### config.mk
export PLATFORM = sky130hd
export DESIGN_NAME = seven_segment_scan_serializer
export DESIGN_NICKNAME = d
export VERILOG_FILES = /design/src/rtl/sss_pkg.sv /design/src/rtl/sss_front.sv /design/src/rtl/sss_queue.sv /design/src/rtl/sss_back.sv /design/src/rtl/seven_segment_scan_serializer.sv
export SDC_FILE = /design/constraint.sdc
export NUM_CORES = 1
export LEC_CHECK = 0
export BUFFER_PORTS_ARGS = -buffer_cell sky130_fd_sc_hd__buf_2
export CAP_MARGIN = 0
export CORE_UTILIZATION = 25
export CTS_CLUSTER_DIAMETER = 60
export DETAILED_ROUTE_END_ITERATION = 8
export SETUP_SLACK_MARGIN = 0.05
export SYNTH_ARGS = -nofsm -noshare
export SYNTH_HDL_FRONTEND = slang
export SYNTH_SLANG_ARGS = --single-unit
### constraint.sdc
create_clock -name clock -period 8.3 [get_ports clock]
set_input_delay 1.66 -clock clock [delete_from_list [all_inputs] [get_ports clock]]
set_output_delay 1.66 -clock clock [all_outputs]
set_load 0.05 [all_outputs]
### src/rtl/sss_pkg.sv
`default_nettype none

package sss_pkg;

   // Field widths of the words on the three channels.
   localparam int VALUE_W    = 14;
   localparam int DWELL_W    = 16;
   localparam int ENABLE_W   = 4;
   localparam int REQ_DATA_W = 16;
   localparam int RSP_DATA_W = 24;

   localparam int NUM_DIGITS = 4;
   localparam int SEG_W      = 8;

   localparam logic [VALUE_W-1:0] MAX_VALUE   = 14'd9999;
   localparam logic [DWELL_W-1:0] DWELL_RESET = 16'd20;
   localparam int                 QUEUE_DEPTH = 2;

   // Index of the last bit within a digit; the slot after it is the enable word.
   localparam logic [3:0] LAST_SHIFT_SLOT = 4'd7;
   localparam logic [3:0] ENABLE_SLOT     = 4'd8;
   localparam logic [1:0] LAST_DIGIT      = 2'd3;
   localparam logic [1:0] LAST_SPLIT_STEP = 2'd2;

   // Segment bytes of the four digits, thousands in byte 0.
   typedef logic [NUM_DIGITS-1:0][SEG_W-1:0] seg_codes_type;

   typedef enum logic [1:0] {
      FRONT_IDLE,
      FRONT_SPLIT,
      FRONT_PUSH
   } front_state_type;

   // Segment pattern of a decimal digit, bit 0 is segment a.
   function automatic logic [SEG_W-1:0] seg_code(input logic [3:0] digit);
      logic [SEG_W-1:0] code;
      case (digit)
         4'd0: code = 8'b0011_1111;
         4'd1: code = 8'b0000_0110;
         4'd2: code = 8'b0101_1011;
         4'd3: code = 8'b0100_1111;
         4'd4: code = 8'b0110_0110;
         4'd5: code = 8'b0110_1101;
         4'd6: code = 8'b0111_1101;
         4'd7: code = 8'b0000_0111;
         4'd8: code = 8'b0111_1111;
         default: code = 8'b0110_1111;
      endcase
      return code;
   endfunction

   // k times the decimal weight handled at a split step (1000, 100, 10).
   function automatic logic [VALUE_W-1:0] place_multiple(input logic [1:0] step,
                                                         input int k);
      logic [VALUE_W-1:0] mult;
      case (step)
         2'd0: mult = VALUE_W'(k * 1000);
         2'd1: mult = VALUE_W'(k * 100);
         default: mult = VALUE_W'(k * 10);
      endcase
      return mult;
   endfunction

endpackage

`default_nettype wire

### src/rtl/sss_front.sv
`default_nettype none

// Takes a number, saturates it and splits it into four segment bytes,
// one decimal digit per split step and the tens and units together in the last step, then hands the bytes to the queue.
module sss_front (
   input  wire logic                          clock,
   input  wire logic                          reset,
   input  wire logic                          req_tvalid,
   output logic                               req_tready,
   input  wire logic [sss_pkg::VALUE_W-1:0]   req_value,
   output logic                               push_valid,
   input  wire logic                          push_ready,
   output sss_pkg::seg_codes_type             push_codes
);

   sss_pkg::front_state_type state_ff, state_in;
   logic [sss_pkg::VALUE_W-1:0] rem_ff, rem_in;
   logic [1:0]                  step_ff, step_in;
   sss_pkg::seg_codes_type      codes_ff, codes_in;

   logic [3:0]                  digit;
   logic [sss_pkg::VALUE_W-1:0] digit_sub;
   logic [sss_pkg::VALUE_W-1:0] rem_left;

   always_ff @(posedge clock) begin
      if (reset) begin
         state_ff <= sss_pkg::FRONT_IDLE;
      end else begin
         state_ff <= state_in;
      end
   end

   always_ff @(posedge clock) begin
      rem_ff   <= rem_in;
      step_ff  <= step_in;
      codes_ff <= codes_in;
   end

   // The remainder is always below ten times the current weight, so the
   // digit is the largest multiple that still fits.
   always_comb begin
      digit     = '0;
      digit_sub = '0;
      for (int k = 1; k <= 9; k++) begin
         if (rem_ff >= sss_pkg::place_multiple(step_ff, k)) begin
            digit     = 4'(k);
            digit_sub = sss_pkg::place_multiple(step_ff, k);
         end
      end
      rem_left = rem_ff - digit_sub;
   end

   always_comb begin
      state_in   = state_ff;
      rem_in     = rem_ff;
      step_in    = step_ff;
      codes_in   = codes_ff;
      req_tready = 1'b0;
      push_valid = 1'b0;
      case (state_ff)
         sss_pkg::FRONT_IDLE: begin
            req_tready = 1'b1;
            if (req_tvalid) begin
               rem_in   = (req_value > sss_pkg::MAX_VALUE) ? sss_pkg::MAX_VALUE : req_value;
               step_in  = '0;
               state_in = sss_pkg::FRONT_SPLIT;
            end
         end
         sss_pkg::FRONT_SPLIT: begin
            codes_in[step_ff] = sss_pkg::seg_code(digit);
            rem_in            = rem_left;
            if (step_ff == sss_pkg::LAST_SPLIT_STEP) begin
               codes_in[sss_pkg::LAST_DIGIT] = sss_pkg::seg_code(rem_left[3:0]);
               state_in = sss_pkg::FRONT_PUSH;
            end else begin
               step_in = step_ff + 2'd1;
            end
         end
         sss_pkg::FRONT_PUSH: begin
            push_valid = 1'b1;
            if (push_ready) begin
               state_in = sss_pkg::FRONT_IDLE;
            end
         end
         default: begin
            state_in = sss_pkg::FRONT_IDLE;
         end
      endcase
   end

   assign push_codes = codes_ff;

   a_split_step_range: assert property (@(posedge clock) disable iff (reset)
      state_ff == sss_pkg::FRONT_SPLIT |-> step_ff <= sss_pkg::LAST_SPLIT_STEP)
      else $error("front split step out of range");

   a_rem_bounded: assert property (@(posedge clock) disable iff (reset)
      state_ff == sss_pkg::FRONT_SPLIT |-> rem_ff <= sss_pkg::MAX_VALUE)
      else $error("front remainder above saturation limit");

endmodule

`default_nettype wire

### src/rtl/sss_queue.sv
`default_nettype none

// Small first-in first-out queue between the front and the back.
module sss_queue #(
   parameter int Width = 32,
   parameter int Depth = 2
) (
   input  wire logic             clock,
   input  wire logic             reset,
   input  wire logic             push_valid,
   output logic                  push_ready,
   input  wire logic [Width-1:0] push_data,
   output logic                  pop_valid,
   input  wire logic             pop_ready,
   output logic [Width-1:0]      pop_data
);

   localparam int PtrW = (Depth > 1) ? $clog2(Depth) : 1;
   localparam int CntW = $clog2(Depth + 1);
   localparam logic [PtrW-1:0] LastPtr = PtrW'(Depth - 1);
   localparam logic [CntW-1:0] FullCount = CntW'(Depth);

   logic [Width-1:0] mem_ff [Depth];
   logic [PtrW-1:0]  wr_ptr_ff, rd_ptr_ff;
   logic [CntW-1:0]  count_ff;

   logic do_push, do_pop;

   assign push_ready = (count_ff != FullCount);
   assign pop_valid  = (count_ff != '0);
   assign pop_data   = mem_ff[rd_ptr_ff];
   assign do_push    = push_valid && push_ready;
   assign do_pop     = pop_valid && pop_ready;

   always_ff @(posedge clock) begin
      if (reset) begin
         wr_ptr_ff <= '0;
         rd_ptr_ff <= '0;
         count_ff  <= '0;
      end else begin
         if (do_push) begin
            wr_ptr_ff <= (wr_ptr_ff == LastPtr) ? '0 : wr_ptr_ff + PtrW'(1);
         end
         if (do_pop) begin
            rd_ptr_ff <= (rd_ptr_ff == LastPtr) ? '0 : rd_ptr_ff + PtrW'(1);
         end
         if (do_push && !do_pop) begin
            count_ff <= count_ff + CntW'(1);
         end else if (do_pop && !do_push) begin
            count_ff <= count_ff - CntW'(1);
         end
      end
   end

   always_ff @(posedge clock) begin
      if (do_push) begin
         mem_ff[wr_ptr_ff] <= push_data;
      end
   end

   a_count_bounded: assert property (@(posedge clock) disable iff (reset)
      count_ff <= FullCount)
      else $error("queue count above depth");

endmodule

`default_nettype wire

### src/rtl/sss_back.sv
`default_nettype none

// Walks the four segment bytes of one entry and drives one result word
// per cycle into the output register while the receiver takes words:
// eight shift words, then one enable word, for each digit.
module sss_back (
   input  wire logic                              clock,
   input  wire logic                              reset,
   input  wire logic                              pop_valid,
   output logic                                   pop_ready,
   input  wire sss_pkg::seg_codes_type            pop_codes,
   input  wire logic [sss_pkg::DWELL_W-1:0]       dwell,
   output logic                                   rsp_tvalid,
   input  wire logic                              rsp_tready,
   output logic [sss_pkg::RSP_DATA_W-1:0]         rsp_tdata,
   output logic                                   rsp_tuser,
   output logic                                   rsp_tlast
);

   logic                   busy_ff, busy_in;
   sss_pkg::seg_codes_type codes_ff, codes_in;
   logic [3:0]             slot_ff, slot_in;
   logic [1:0]             digit_ff, digit_in;

   logic                               rsp_valid_ff, rsp_valid_in;
   logic [sss_pkg::RSP_DATA_W-1:0]     rsp_data_ff, rsp_data_in;
   logic                               rsp_user_ff, rsp_user_in;
   logic                               rsp_last_ff, rsp_last_in;

   logic                               out_load;
   logic                               serial_bit;
   logic [sss_pkg::ENABLE_W-1:0]       enable_sel;

   assign out_load   = !rsp_valid_ff || rsp_tready;
   assign serial_bit = codes_ff[0][3'd7 - slot_ff[2:0]];
   assign enable_sel = sss_pkg::ENABLE_W'(1) << digit_ff;

   always_ff @(posedge clock) begin
      if (reset) begin
         busy_ff      <= 1'b0;
         rsp_valid_ff <= 1'b0;
      end else begin
         busy_ff      <= busy_in;
         rsp_valid_ff <= rsp_valid_in;
      end
   end

   always_ff @(posedge clock) begin
      codes_ff    <= codes_in;
      slot_ff     <= slot_in;
      digit_ff    <= digit_in;
      rsp_data_ff <= rsp_data_in;
      rsp_user_ff <= rsp_user_in;
      rsp_last_ff <= rsp_last_in;
   end

   always_comb begin
      busy_in      = busy_ff;
      codes_in     = codes_ff;
      slot_in      = slot_ff;
      digit_in     = digit_ff;
      pop_ready    = 1'b0;
      rsp_valid_in = rsp_valid_ff && !rsp_tready;
      rsp_data_in  = rsp_data_ff;
      rsp_user_in  = rsp_user_ff;
      rsp_last_in  = rsp_last_ff;

      if (busy_ff && out_load) begin
         rsp_valid_in = 1'b1;
         if (slot_ff == sss_pkg::ENABLE_SLOT) begin
            // Enable word: select the digit and carry the dwell time.
            rsp_data_in = {3'b000, dwell, enable_sel, 1'b0};
            rsp_user_in = 1'b0;
            rsp_last_in = (digit_ff == sss_pkg::LAST_DIGIT);
            slot_in     = '0;
            codes_in    = codes_ff >> sss_pkg::SEG_W;
            digit_in    = digit_ff + 2'd1;
            if (digit_ff == sss_pkg::LAST_DIGIT) begin
               // Chain straight into the next entry, when one is waiting, so runs follow without a gap.
               busy_in   = pop_valid;
               pop_ready = pop_valid;
               codes_in  = pop_codes;
               digit_in  = '0;
            end
         end else begin
            rsp_data_in = {23'd0, serial_bit};
            rsp_user_in = 1'b1;
            rsp_last_in = 1'b0;
            slot_in     = slot_ff + 4'd1;
         end
      end else if (!busy_ff && pop_valid) begin
         pop_ready = 1'b1;
         busy_in   = 1'b1;
         codes_in  = pop_codes;
         slot_in   = '0;
         digit_in  = '0;
      end
   end

   assign rsp_tvalid = rsp_valid_ff;
   assign rsp_tdata  = rsp_data_ff;
   assign rsp_tuser  = rsp_user_ff;
   assign rsp_tlast  = rsp_last_ff;

   a_last_is_units: assert property (@(posedge clock) disable iff (reset)
      rsp_valid_ff && rsp_last_ff |-> rsp_data_ff[4:1] == 4'b1000 && !rsp_user_ff)
      else $error("last word of a run does not enable the units digit");

   a_shift_fields_clear: assert property (@(posedge clock) disable iff (reset)
      rsp_valid_ff && rsp_user_ff |-> rsp_data_ff[20:1] == 20'd0)
      else $error("shift word carries an enable or hold value");

   a_enable_onehot: assert property (@(posedge clock) disable iff (reset)
      rsp_valid_ff && !rsp_user_ff |-> $onehot(rsp_data_ff[4:1]))
      else $error("enable word without a one-hot digit select");

   a_slot_range: assert property (@(posedge clock) disable iff (reset)
      busy_ff |-> slot_ff <= sss_pkg::ENABLE_SLOT)
      else $error("back slot counter out of range");

endmodule

`default_nettype wire

### src/rtl/seven_segment_scan_serializer.sv
// Four-digit multiplexed seven-segment scan serializer.
//
// The req channel takes one word per number to show; values above 9999
// are shown as 9999. For each number the rsp channel delivers a run of 36
// words: for each digit, thousands first, eight shift words (tuser high)
// that carry the segment byte MSB first in the serial bit, then one enable
// word (tuser low) with the one-hot digit select and the dwell time. The
// enable word of the units digit carries tlast.
// The csr channel writes the dwell time in microseconds; it is always
// ready and should only be written while no run is in flight.
// When the back end is idle, an accepted number passes through these steps
// to its first result: the front end splits off the decimal digits, the
// segment bytes enter the queue, the back end takes the entry and the
// output register loads. Throughput is one result per cycle while the
// receiver takes them, set by the back end that emits one word a cycle.
// The front end accepts the next number while the back end is still busy,
// with a queue of QueueDepth entries between them.
// Reset empties the queue, drops any pending run and sets the dwell time
// to 20. When the receiver stalls, the output register holds its word, the
// back end waits, and once the queue fills req_tready goes low.

`default_nettype none

module seven_segment_scan_serializer #(
   parameter int QueueDepth = sss_pkg::QUEUE_DEPTH
) (
   input  wire logic                               clock,
   input  wire logic                               reset,
   // req_tdata: display_value [13:0], zero above.
   input  wire logic                               req_tvalid,
   output logic                                    req_tready,
   input  wire logic [sss_pkg::REQ_DATA_W-1:0]     req_tdata,
   // rsp_tdata: serial_bit [0], digit_enable [4:1], hold_time [20:5], zero above.
   // rsp_tuser: shift_pulse. rsp_tlast: last_of_run.
   output logic                                    rsp_tvalid,
   input  wire logic                               rsp_tready,
   output logic [sss_pkg::RSP_DATA_W-1:0]          rsp_tdata,
   output logic                                    rsp_tuser,
   output logic                                    rsp_tlast,
   // csr_tdata: dwell_microseconds [15:0].
   input  wire logic                               csr_tvalid,
   output logic                                    csr_tready,
   input  wire logic [sss_pkg::DWELL_W-1:0]        csr_tdata
);

   localparam int CodesW = sss_pkg::NUM_DIGITS * sss_pkg::SEG_W;

   logic [sss_pkg::DWELL_W-1:0] dwell_ff;

   logic                   push_valid, push_ready;
   sss_pkg::seg_codes_type push_codes;
   logic                   pop_valid, pop_ready;
   logic [CodesW-1:0]      pop_data;

   // The dwell register is written whenever the csr channel offers a word.
   assign csr_tready = 1'b1;

   always_ff @(posedge clock) begin
      if (reset) begin
         dwell_ff <= sss_pkg::DWELL_RESET;
      end else if (csr_tvalid) begin
         dwell_ff <= csr_tdata;
      end
   end

   // Front end: capture, saturate and convert to segment bytes.
   sss_front u_front (
      .clock      (clock),
      .reset      (reset),
      .req_tvalid (req_tvalid),
      .req_tready (req_tready),
      .req_value  (req_tdata[sss_pkg::VALUE_W-1:0]),
      .push_valid (push_valid),
      .push_ready (push_ready),
      .push_codes (push_codes)
   );

   // Queue of converted numbers waiting for the back end.
   sss_queue #(
      .Width (CodesW),
      .Depth (QueueDepth)
   ) u_queue (
      .clock      (clock),
      .reset      (reset),
      .push_valid (push_valid),
      .push_ready (push_ready),
      .push_data  (push_codes),
      .pop_valid  (pop_valid),
      .pop_ready  (pop_ready),
      .pop_data   (pop_data)
   );

   // Back end: serialize each entry into its 36-word run.
   sss_back u_back (
      .clock      (clock),
      .reset      (reset),
      .pop_valid  (pop_valid),
      .pop_ready  (pop_ready),
      .pop_codes  (sss_pkg::seg_codes_type'(pop_data)),
      .dwell      (dwell_ff),
      .rsp_tvalid (rsp_tvalid),
      .rsp_tready (rsp_tready),
      .rsp_tdata  (rsp_tdata),
      .rsp_tuser  (rsp_tuser),
      .rsp_tlast  (rsp_tlast)
   );

endmodule

`default_nettype wire
==> flow_metrics.tcl, run 1 <==
set metrics [dict create \
    crit_path_end_kind "register" \
    drc 0 \
    report.final.slew_viol_count 0 \
    arrival_ns 7.06 \
    synthCells 861 \
    io-pin-count 66 \
    avgSynthCellArea_um2 11.5 \
    r2r-end "u_front.rem_ff[13]$_DFFE_PP_" \
    antenna_left 0 \
    min_delay_path_depth 0 \
    synth_largest_area_cell "edfxtp_1" \
    cts_sinks 189 \
    status "finished clean" \
    hold_violations 0 \
    synthFlopType "edfxtp_1" \
    area_growth_pct 14.7 \
    cts-root-buf "clkbuf_16" \
    rows 72 \
    grt_pass1_vias 6799 \
    p_leak_nw 4.04 \
    cts_buffers 17 \
    yosysMostFrequentCell "edfxtp_1" \
    finalCritPeriodShare 0.829 \
    finClkSkew_ns 0.0130 \
    hold_end "u_queue.mem_ff[0][26]$_DFFE_PP_" \
    hold_buffers 0 \
    fmax_mhz 145 \
    grt_pass1_wl_um 35900 \
    fp.dieH_um 201 \
    path_buf_inv 2 \
    cts_max_path_buffers 2 \
    cp_common_cell "ha_1" \
    start_util 0.255 \
    wirelength_um 22300 \
    cts_tree "done" \
    num_antenna_cells 0 \
    synth_edf_count 164 \
    core_um2 38900 \
    synth_cell_types 85 \
    grtUsageTotal 0.112 \
    port_buffers 59 \
    fin_util 0.293 \
    hold_start "u_front.push_codes[26]$_DFFE_PP_" \
    final_area_um2 11400 \
    grt_start_max_net_pins 44 \
    synth_top_cell_area_share 0.496 \
    place_area_um2 10800 \
    clock_latency_ns 0.43 \
    yosys-top-cells-count "edfxtp_1 (164), nor2_1 (79), o21ai_0 (68), ha_1 (61), nand2_1 (59)" \
    synth-seq-cells 189 \
    worstPathMaxFanout 14 \
    rsz0062_at_grt "no" \
    reg2reg_setup_slack_ns 1.42 \
    fin_tns_setup_ns 0 \
    cp.required_ns 8.48 \
    wire_per_inst_um 15.4 \
    worstSetupPathDepth 20 \
    hpwl_um 15700 \
    slew_headroom 0.476 \
    gr-total-overflow 0 \
    start_kind "register" \
    yosys-top-cells-area "edfxtp_1 (50%), ha_1 (7.7%), dfxtp_1 (5.0%)" \
    drv_cap 0 \
    max_stage_delay_ns 0.64 \
    period_minus_slack_ns 6.88 \
    dieArea_um2 40500 \
    layout-drive-gt1-share 0.142 \
    h-tree-depth 4 \
    cts_resized 0 \
    crit_chain "inv_1 > ha_1 > inv_1 > ha_1 > nor4b_1 > o31ai_1 > o211ai_1 > a31oi_1 > nand3_1 > a311oi_1 > o32a_1 > ha_1 > nor2b_1 > o21ai_0 > a21boi_0 > or4_1 > a31o_2 > o41ai_1 > xnor2_1 > o21ai_1" \
    power.density_nw_per_um2 282 \
    irDropWorstVdd_mv 0.168 \
    clk_pin_slew_worst_paths_ns 0.08 \
    via_per_inst 4.77 \
    ys_seq_area_frac 0.546 \
    fin_nets 1011 \
    critPathKind "register to register" \
    yosys_warnings 0 \
    setup_violations 0 \
    antenna_found_initial 0 \
    p_total_mw 3.21 \
    firstDrtPassIters 5 \
    die_w_um 201 \
    drt_iter0_drc 478 \
    hold_path_class "register to register" \
    r2r_cells 20 \
    r2r_start "u_front.step_ff[1]$_SDFFCE_PN0P_" \
    tightest_slew_ns 0.783 \
    postSynth.asyncResetShare 0 \
    vias 6887 \
    critPathTopFamily "compound AO/OA/AOI/OAI gates" \
    gp_congestion 0.914 \
    cts_setup_buffers 0 \
    slowest_stage "edfxtp_1" \
    synth_area_um2 9930 \
]
[placed cells by master, fill, tap and decap left out, types with 5 or more instances in the layout]
master and instances:
edfxtp_1 164, nor2_1 79, o21ai_0 67, ha_1 61
nand2_1 59, buf_2 59, mux2i_1 47, inv_1 36
a21oi_1 31, dfxtp_1 25, and2_1 23, nor3_1 17
clkbuf_16 17, nand3_1 14, a31oi_1 12, nor2b_1 11
and3_1 10, nand2b_1 9, xnor2_1 9, xor2_1 8
buf_4 8, nor4_1 7, or3_1 6, a211oi_1 6
a21boi_0 6, o31ai_1 5, a21o_1 5
[routing by layer]
metal | part of all wire | up-vias | global-route usage
li1 | - | 3293 | -
met1 | 0.45 | 3338 | 0.142
met2 | 0.47 | 207 | 0.184
met3 | 0.043 | 49 | 0.0236
met4 | 0.029 | 0 | 0.0471
met5 | 0 | - | 0
[where the power goes]
group,total (mW),internal (mW),leakage (nW),switching [mW]
Clock,0.844,0.467,0.300,0.377
Sequential,1.20,1.12,1.70,0.0818
Combinational,1.16,0.429,2.04,0.735
Total,3.21,2.02,4.04,1.19
[worst register-to-register path: cells and delay by family (launching register included)]
kind | cells | cell delay [ns]
buffers and inverters | 2 | 0.74
AND/OR/NAND/NOR | 4 | 1.04
AO/OA/AOI/OAI | 10 | 2.80
adder cells (fa/ha/maj) | 3 | 1.24
flip-flops | 1 | 0.64
XOR/XNOR | 1 | 0.18
[flip-flops by register name, indices dropped and copies added (netlist names), 2 cells and up, named ones only]
| name | flops |
|---|---|
| dwell_ff | 16 |
| u_back.codes_ff | 32 |
| u_back.digit_ff | 2 |
| u_back.rsp_tdata | 21 |
| u_back.slot_ff | 4 |
| u_front.push_codes | 29 |
| u_front.rem_ff | 14 |
| u_front.state_ff | 2 |
| u_front.step_ff | 2 |
| u_queue.count_ff | 2 |
| u_queue.mem_ff | 58 |
[through the flow]
stage               instances  worst slack [ns]  hold slack (ns)
floorplan                 863              2.81            0.421
global route             1443             0.902            0.450
CTS                      1443              1.43            0.440
detailed placement       1411              1.46            0.430
finish                   1443              1.42            0.444
global placement         1411              1.53            0.423
[layout make-up]
type                            instances  area, um^2
Timing Repair Buffer                   67         355
Sequential cell                       189        5430
Clock buffer                           19         443
Inverter                               38         143
Clock inverter                         13         174
Multi-Input combinational cell        599        4200
Tap cell                              518         648
Fill cell                            4015       27500
[how the worst max path moves through the flow]
stage / start / to / slack, ns
2_1_floorplan: u_front.step_ff[1]$_SDFFCE_PN0P_ / u_front.rem_ff[13]$_DFFE_PP_ / 2.81
3_3_place_gp: u_front.step_ff[1]$_SDFFCE_PN0P_ / u_front.rem_ff[13]$_DFFE_PP_ / 1.53
3_5_place_dp: u_front.step_ff[1]$_SDFFCE_PN0P_ / u_front.rem_ff[13]$_DFFE_PP_ / 1.46
4_1_cts: u_front.step_ff[1]$_SDFFCE_PN0P_ / u_front.rem_ff[13]$_DFFE_PP_ / 1.43
5_1_grt: u_front.step_ff[1]$_SDFFCE_PN0P_ / u_front.rem_ff[13]$_DFFE_PP_ / 0.90
6_report: u_front.step_ff[1]$_SDFFCE_PN0P_ / u_front.rem_ff[13]$_DFFE_PP_ / 1.42
[logic make-up after synthesis]
logic type | share of synthesized area
xor+xnor | 0.0150
other cells | 0.000756
flops | 0.546
mux | 0.0542
compound gates | 0.132
buf+inv | 0.0329
simple gates | 0.135
fa+ha+maj | 0.0841
Power figures use the tool's default switching activity.
==> inputs of run 2 (changes only) <==
- ABC_AREA: unset -> 1
- clock period: 8.3 -> 5.6 ns (I/O delays scaled with it)
==> run 2 against run 1 <==
Compared with the run above:
- first-iteration DRC count shrank 13%
- cell area grew 1.7%
- combinational power is 91% higher
- worst hold slack lost 0.0064 ns
- clock power grew 40%
- critical path depth up 7
- non-clock buffer count rose by 19
- power increased by 71%
==> flow_metrics.tcl, run 2 <==
set metrics [dict create \
    status "finished clean" \
    hold_path_class "register to register" \
    synthFlopType "edfxtp_1" \
    area_growth_pct 16.5 \
    largest-register "u_queue.mem_ff" \
    cts_sinks 189 \
    hold_violations 0 \
    synth_cell_types 53 \
    fin_tns_setup_ns 0 \
    worstPathMaxFanout 9 \
    yosys_warnings 0 \
    p_leak_nw 4.72 \
    cp.required_ns 5.76 \
    setup_violations 0 \
    grt_pass1_wl_um 36600 \
    wire_per_inst_um 13.9 \
    finClkSkew_ns 0.0131 \
    cts_resized 0 \
    yosys-top-cells-area "edfxtp_1 (49%), ha_1 (7.7%), nand2_1 (7.1%)" \
    h-tree-depth 4 \
    postSynth.asyncResetShare 0 \
    start_util 0.256 \
    synth-seq-cells 189 \
    hold_buffers 0 \
    wirelength_um 22900 \
    tightest_slew_ns 1.02 \
    clock_latency_ns 0.43 \
    crit_path_end_kind "register" \
    drv_cap 0 \
    yosysMostFrequentCell "nand2_1" \
    fp.dieH_um 202 \
    io-pin-count 66 \
    core_um2 38900 \
    rsz0062_at_grt "no" \
    finalCritPeriodShare 0.870 \
    vias 7244 \
    grt_start_max_net_pins 45 \
    report.final.slew_viol_count 0 \
    dieArea_um2 40600 \
    cts-root-buf "clkbuf_16" \
    cts_tree "done" \
    hpwl_um 16800 \
    firstDrtPassIters 5 \
    cts_buffers 17 \
    cts_setup_buffers 0 \
    via_per_inst 4.40 \
    final_common_cell "nand2_1" \
    fmax_mhz 205 \
    arrival_ns 5.03 \
    antenna_found_initial 0 \
    grt_pass1_vias 7015 \
    drc 0 \
    synth_largest_area_cell "edfxtp_1" \
    cts_max_path_buffers 2 \
    gp_congestion 0.897 \
    synth_edf_count 164 \
    fillerInstances 4039 \
    slew_headroom 0.316 \
    rows 72 \
    antenna_left 0 \
    irDropWorstVdd_mv 0.264 \
    clk_pin_slew_worst_paths_ns 0.07 \
    port_buffers 59 \
    largest_reg_flops 58 \
    final_cell_mix "nand2_1 (188), edfxtp_1 (164), inv_1 (141), nor2_1 (109), o21ai_0 (85)" \
    synthCells 1034 \
    period_minus_slack_ns 4.87 \
    dp.cells 1616 \
    power.density_nw_per_um2 473 \
    avgSynthCellArea_um2 9.63 \
    grtUsageTotal 0.114 \
    yosys-top-cells-count "nand2_1 (188), edfxtp_1 (164), inv_1 (141), nor2_1 (112), o21ai_0 (85)" \
    num_antenna_cells 0 \
    synth_area_um2 9950 \
    synth_top_cell_area_share 0.495 \
    die_w_um 202 \
    gr-total-overflow 0 \
    fin_nets 1216 \
    drt_iter0_drc 415 \
    final_cells 1648 \
    layout-drive-gt1-share 0.138 \
    critPathKind "register to register" \
    start_kind "register" \
    ys_seq_area_frac 0.545 \
]
[run 2: critical path: stages, from the launching register on]
cell	delay (ns)
edfxtp_1	0.39
inv_1	0.23
ha_1	0.28
inv_2	0.13
ha_1	0.36
inv_1	0.10
nand2_1	0.13
o21ai_0	0.08
o21ai_0	0.22
nand2_1	0.10
nand2_1	0.06
nand3_1	0.21
nor2_1	0.33
o221ai_1	0.18
nand2_1	0.08
nand2_1	0.05
nand2_1	0.05
nand2_1	0.05
a21boi_1	0.15
ha_1	0.29
a31oi_1	0.31
inv_1	0.10
a21oi_1	0.18
o21ai_0	0.10
a21oi_1	0.17
inv_1	0.05
nor2_1	0.11
o32ai_1	0.10
[run 2: routing by layer]
metal	wire, um	global-route usage	up-vias	part of all wire
met4	264	0.0276	0	0.012
li1	-	-	3676	-
met5	0	0	-	0
met1	10500	0.145	3378	0.46
met2	11100	0.197	167	0.49
met3	922	0.0225	23	0.040
[run 2: logic make-up (layout without fill, tap and decap cells)]
| kind of cell | Yosys count | in the layout | share of synthesized area |
|---|---|---|---|
| AOI/OAI and AO/OA | 197 | 197 | 0.109 |
| xor gates and xnor gates | 9 | 9 | 0.00792 |
| adders and majority gates | 62 | 62 | 0.0787 |
| buffers and inverters | 171 | 265 | 0.0673 |
| DFF | 189 | 189 | 0.545 |
| muxes | 29 | 29 | 0.0302 |
| other | 2 | 4 | 0.000755 |
| and+or+nand+nor | 375 | 375 | 0.161 |
[run 2: path summary, 6_finish.rpt]
kind / end / start / cells past startpoint / slack (ns)
hold / removal: u_queue.mem_ff[0][6]$_DFFE_PP_ / u_front.push_codes[6]$_DFFE_PP_ / 0 / 0.44
setup reg to reg: u_front.rem_ff[11]$_DFFE_PP_ / u_front.step_ff[1]$_SDFFCE_PN0P_ / 27 / 0.73
hold reg to reg: u_queue.mem_ff[0][6]$_DFFE_PP_ / u_front.push_codes[6]$_DFFE_PP_ / 0 / 0.44
setup / recovery: u_front.rem_ff[11]$_DFFE_PP_ / u_front.step_ff[1]$_SDFFCE_PN0P_ / 27 / 0.73
[run 2: layout make-up]
class / instances / area [um^2] / share of cell area
flip-flops and latches: 189 / 5430 / 0.468
multi-input cells: 676 / 3890 / 0.335
repair buffers: 86 / 498 / 0.0430
clock buffers: 17 / 425 / 0.0367
inverters: 147 / 554 / 0.0478
well taps: 518 / 648 / 0.0559
clock inverters: 15 / 153 / 0.0132
[run 2: through the flow]
step	cell area (um^2)	power, mW	utilization	hold slack (ns)	worst slack (ns)
floorplan	9960	3.67	-	0.421	1.13
global placement	11000	4.31	0.283	0.423	0.759
CTS	11600	5.53	0.298	0.437	0.742
detailed placement	11000	4.33	0.283	0.430	0.768
global route	11600	5.88	0.298	0.446	0.199
finish	11600	5.48	0.298	0.438	0.728
[run 2: power breakdown]
part           internal [mW]  switching, mW  total [mW]
Combinational          0.716           1.50        2.22
Clock                  0.629          0.555        1.18
Sequential              1.93          0.151        2.08
Total                   3.27           2.21        5.48
